<file path="src/rtl/brt_pkg.sv">
package brt_pkg;

	localparam int TIME_BITS = 32;
	localparam int CHARGE_BITS = 24;
	localparam int CFG_W = 32;
	localparam int CFG_IDX_W = 3;
	localparam int TIME_EXT = (TIME_BITS > 32) ? TIME_BITS : 32;
	localparam int DW = TIME_EXT + 2;
	localparam int CD_W = 46;
	localparam int AX_W = 30;
	localparam int Z_W = 20;
	localparam int CX_W = 50;
	localparam int ACC_W = 24;
	localparam int SQ_N = 64;
	localparam int SQ_R = 32;
	localparam int SQ_REM = SQ_R + 3;
	localparam int SQ_CELLS = SQ_R;
	localparam int STEP_W = $clog2(SQ_CELLS);
	localparam int CORDIC_STEPS = 20;
	localparam int WINDOW_PAD = 5120;
	localparam int PATH_W = 20;
	localparam int ANGLE_W = 15;
	localparam int PATH_MAX = 1048575;
	localparam int ANGLE_MAX = 25736;
	localparam logic [1:0] BAR_UNKNOWN = 2'd3;

	typedef enum logic [CFG_IDX_W-1:0] {
		REG_BAR_TYPE = 3'd0,
		REG_TIME_OFFSET = 3'd1,
		REG_Z0_DISTANCE = 3'd2,
		REG_X_OFFSET = 3'd3,
		REG_LIGHT_SPEED = 3'd4,
		REG_LENGTH_TIME = 3'd5
	} reg_idx_t;

	typedef struct packed {
		logic [1:0] bar_type;
		logic signed [31:0] time_offset;
		logic [15:0] z0_distance;
		logic signed [15:0] x_offset;
		logic [15:0] light_speed;
		logic [23:0] length_time;
	} cfg_t;

	typedef struct packed {
		logic signed [TIME_BITS-1:0] left_time;
		logic signed [TIME_BITS-1:0] right_time;
		logic signed [TIME_BITS-1:0] left_walk_time;
		logic signed [TIME_BITS-1:0] right_walk_time;
		logic [CHARGE_BITS-1:0] left_charge;
		logic [CHARGE_BITS-1:0] right_charge;
	} in_t;

	typedef struct packed {
		logic signed [TIME_BITS-1:0] time_diff;
		logic signed [TIME_BITS-1:0] time_avg;
		logic signed [TIME_BITS-1:0] walk_time_diff;
		logic signed [TIME_BITS-1:0] walk_time_avg;
		logic [CHARGE_BITS-1:0] charge_mean;
		logic [PATH_W-1:0] flight_path;
		logic [ANGLE_W-1:0] hit_angle;
		logic has_event;
		logic path_valid;
	} out_t;

	typedef struct packed {
		logic signed [TIME_BITS-1:0] time_diff;
		logic signed [TIME_BITS-1:0] time_avg;
		logic signed [TIME_BITS-1:0] walk_time_diff;
		logic signed [TIME_BITS-1:0] walk_time_avg;
		logic has_event;
		logic known;
	} side_t;

	typedef struct packed {
		logic [SQ_N-1:0] n;
		logic [SQ_REM-1:0] rem;
		logic [SQ_R-1:0] root;
	} sq_t;

	typedef struct packed {
		sq_t path;
		sq_t charge;
		logic signed [CX_W-1:0] cx;
		logic signed [CX_W-1:0] cy;
		logic signed [ACC_W-1:0] acc;
		side_t side;
	} cell_t;

	function automatic logic signed [ACC_W-1:0] atan_step(input logic [STEP_W-1:0] i);
		logic signed [ACC_W-1:0] v;
		case (i)
			5'd0: v = 24'sd823550;
			5'd1: v = 24'sd486170;
			5'd2: v = 24'sd256879;
			5'd3: v = 24'sd130396;
			5'd4: v = 24'sd65451;
			5'd5: v = 24'sd32757;
			5'd6: v = 24'sd16383;
			5'd7: v = 24'sd8192;
			5'd8: v = 24'sd4096;
			5'd9: v = 24'sd2048;
			5'd10: v = 24'sd1024;
			5'd11: v = 24'sd512;
			5'd12: v = 24'sd256;
			5'd13: v = 24'sd128;
			5'd14: v = 24'sd64;
			5'd15: v = 24'sd32;
			5'd16: v = 24'sd16;
			5'd17: v = 24'sd8;
			5'd18: v = 24'sd4;
			5'd19: v = 24'sd2;
			default: v = '0;
		endcase
		return v;
	endfunction

endpackage

</file>
<file path="src/rtl/brt_cell.sv">
module brt_cell (
	input logic clk,
	input logic en,
	input logic [brt_pkg::STEP_W-1:0] step,
	input brt_pkg::cell_t d,
	output brt_pkg::cell_t q
);

	function automatic brt_pkg::sq_t sqrt_step(input brt_pkg::sq_t s);
		brt_pkg::sq_t r;
		logic [brt_pkg::SQ_REM-1:0] rem2, trial;
		rem2 = {s.rem[brt_pkg::SQ_REM-3:0], s.n[brt_pkg::SQ_N-1 -: 2]};
		trial = brt_pkg::SQ_REM'({s.root, 2'b01});
		r.n = s.n << 2;
		if (rem2 >= trial) begin
			r.rem = rem2 - trial;
			r.root = {s.root[brt_pkg::SQ_R-2:0], 1'b1};
		end else begin
			r.rem = rem2;
			r.root = {s.root[brt_pkg::SQ_R-2:0], 1'b0};
		end
		return r;
	endfunction

	brt_pkg::cell_t nxt;
	logic signed [brt_pkg::CX_W-1:0] sx, sy;

	always_comb begin
		nxt = d;
		nxt.path = sqrt_step(d.path);
		nxt.charge = sqrt_step(d.charge);
		sx = d.cx >>> step;
		sy = d.cy >>> step;
		if (32'(step) < brt_pkg::CORDIC_STEPS) begin
			if (d.cy > 0) begin
				nxt.cx = d.cx + sy;
				nxt.cy = d.cy - sx;
				nxt.acc = d.acc + brt_pkg::atan_step(step);
			end else begin
				nxt.cx = d.cx - sy;
				nxt.cy = d.cy + sx;
				nxt.acc = d.acc - brt_pkg::atan_step(step);
			end
		end
	end

	always_ff @(posedge clk) begin
		if (en) begin
			q <= nxt;
		end
	end

endmodule

</file>
<file path="config.mk">
export PLATFORM = sky130hd
export DESIGN_NAME = brt_cell
export DESIGN_NICKNAME = d
export VERILOG_FILES = /design/src/rtl/brt_pkg.sv /design/src/rtl/brt_cell.sv
export SDC_FILE = /design/constraint.sdc
export NUM_CORES = 1
export LEC_CHECK = 0
export ABC_AREA = 1
export BUFFER_PORTS_ARGS = -buffer_cell sky130_fd_sc_hd__clkbuf_2
export CAP_MARGIN = 10
export CORE_AREA = 5 5 401 403
export DETAILED_ROUTE_END_ITERATION = 6
export DIE_AREA = 0 0 406 408
export GPL_ROUTABILITY_DRIVEN = 1
export HOLD_SLACK_MARGIN = 0.1
export PLACE_DENSITY = 0.5
export REMOVE_ABC_BUFFERS = 1
export SKIP_CTS_REPAIR_TIMING = 1
export SLEW_MARGIN = 25
export SYNTH_ARGS = -nofsm -noshare
export SYNTH_HDL_FRONTEND = slang
export SYNTH_SLANG_ARGS = --single-unit
</file>
<file path="constraint.sdc">
create_clock -name clk -period 11.5 [get_ports clk]
set_clock_uncertainty 0.05 [all_clocks]
set_input_delay 1.15 -clock clk [delete_from_list [all_inputs] [get_ports clk]]
set_output_delay 1.15 -clock clk [all_outputs]
set_load 0.005 [all_outputs]
</file>
==> results.ini <==
[setup_path]
cp-end-kind=flip-flop
critPathMaxStageDelay_ps=720
path_max_fanout=54
cp-start-kind=input pin
path_class=input pin to flip-flop
crit_arrival_ps=7840
slowest_stage=inv_2
endpoint=q[251]
crit_required_ps=11830
crit_start=step[1]

[power_and_ir_drop]
ir_drop_uv=88.5
fin_total_pwr_mw=7.02
p_leak_nw=21.8
p_per_area_mw_per_mm2=148

[synthesis]
syn_area_mm2=0.0380
ys_warn_count=0
synth.top_cell.area_share_pct=40.4
netlist.top_cell.by_area=edfxtp_1
synth_edf_count=512
postSynthAreaPerCell_um2=7.66
synth_most_common_cell=nand2_1
synthTopCellsByCount=nand2_1, nand3_1, edfxtp_1, inv_1, nor2_1
ys_seq_area_share_pct=40.4
ys_seq_elements=512
synth_area_leaders=edfxtp_1, nand2_1, nand3_1
synth_cell_types=60
synth_ff_type=edfxtp_1
async_flop_share_pct=0
syn_inst=4964

[sta]
tns_ps=0
tightest_slew_ps=1040
rsz0062_at_grt=false
period_share_pct=65.3
maxSlewHeadroom_pct=29.6
setup_violations=0
max_freq_mhz=133
hold_violations=0
drv_slew=0
fin_crit_ps=7510
fin_ws_ps=3990

[place]
gp_congestion=0.980
place_ws_ps=3550
place_hpwl_mm=191
numPortBuffers=1030
place_inst=7941

[cells_and_area]
drive_gt1_share_pct=21.1
syn_to_final_growth_pct=25.1
post-route-util_pct=30.3
top_register=q
fin_cells=8102
nets=6665
largest_register_ffs=512
biggestRegsByFlops=q (512)
n_fill_cell=17381

[die]
row_count=146
die_h_um=408
ios=1039
dieArea_mm2=0.166
core_area_mm2=0.157
fp.dieW_um=406
start_util_pct=24.2

[global_routing]
overflow=0
grt_max_degree=133
antenna_found_initial=97
grt_pass1_wl_mm=295
track_usage_pct=25.5
grt_pass1_vias=37396

[cts]
path_clk_slew_ps=60
cts.sinks=512
cts_tree=yes
clockRootBuffer=clkbuf_16
cts_buffers=67
clock_path_buffers=3
h-tree-depth=3

[flow_run]
cap_viol_max_count=0

[route]
routed_via_density=4.90
wl_mm=222
ant_nets=0
num_vias=39738
dr.pass1.iters=6
drt_first_iter_violations=3842
avgRoutedWirePerCell_um=27.4
drc=0

[worst_hold_path]
holdCritPathClass=input pin to flip-flop

[run_status]
status=finished clean

placed cells by master (no fill, tap or decap), types with 7 or more instances in the layout:
cell type  count
o21a_1        26
nand3_1      579
a31oi_1       63
clkbuf_16     68
nor2_1       376
nor4_1        23
clkinv_2      10
o21ai_1       60
inv_2         22
o211ai_1      18
a21boi_0       9
a21oi_1      273
o221ai_1       7
xnor2_1      104
o21ai_0      334
diode_2       41
inv_1        506
nor3_1        39
or2_2         30
a21o_1         8
nand4_1       41
nor2_2        11
buf_4         33
clkbuf_2    1026
ha_1         201
clkinv_1      15
o21ai_2        8
clkbuf_1       7
nand3b_1       7
nand2_1     1327
xor2_1       139
edfxtp_1     512
where the power goes:
part	switching, mW	internal (mW)	total (mW)	leakage (nW)
Combinational	1.64	0.788	2.42	15.7
Sequential	0.132	2.34	2.47	5.01
Clock	0.916	1.22	2.13	1.06
worst min path at each step:
stage,startpoint,to,slack (ps),cells past startpoint
finish,d[330],q[332],610,1
global route,d[453],q[455],560,1
CTS,d[330],q[332],540,1
detailed placement,d[340],q[342],1280,1
global placement,d[355],q[357],1280,1
floorplan,d[0],q[0],1200,0
metal layers:
layer / GRT usage (%) / vias to the layer above / wire, um
met3: 7.45 / 285 / 19600
met4: 11.3 / 52 / 10900
li1: - / 18837 / -
met2: 41.0 / 1577 / 101000
met5: 0 / - / 353
met1: 31.7 / 18987 / 90700
metrics by stage:
stage                     area [um2]  hold WS (ps)
after CTS                      47400           536
after floorplan                37200          1200
final                          47500           615
after global routing           47500           561
after global placement         45300          1280
after detailed placement       45300          1280
layout make-up:
cell class | count | area [um2] | share of cell area (%)
antenna | 41 | 103 | 0.216
clock buffer | 75 | 1730 | 3.63
clock inverter | 45 | 458 | 0.963
inverter | 531 | 1990 | 4.19
multi-input combinational | 3763 | 19900 | 41.8
sequential | 512 | 15400 | 32.3
tap | 2072 | 2590 | 5.45
timing repair buffer | 1063 | 5430 | 11.4
cell families after synthesis:
family          count (synthesis)  share of synthesized area (%)
xor+xnor                      243                           5.60
mux                             2                         0.0527
simple gates                 2466                           27.5
other cells                     1                        0.00987
buf+inv                       692                           7.34
flops                         512                           40.4
fa+ha+maj                     204                           6.77
compound gates                844                           12.3
critical path, delay by kind of cell:
family	cells	cell delay, ps
buffers and inverters	7	1990
xor gates and xnor gates	1	170
adders and majority gates	2	740
and+or+nand+nor	14	2470
AOI/OAI and AO/OA	5	1240
Power figures use the tool's default switching activity.
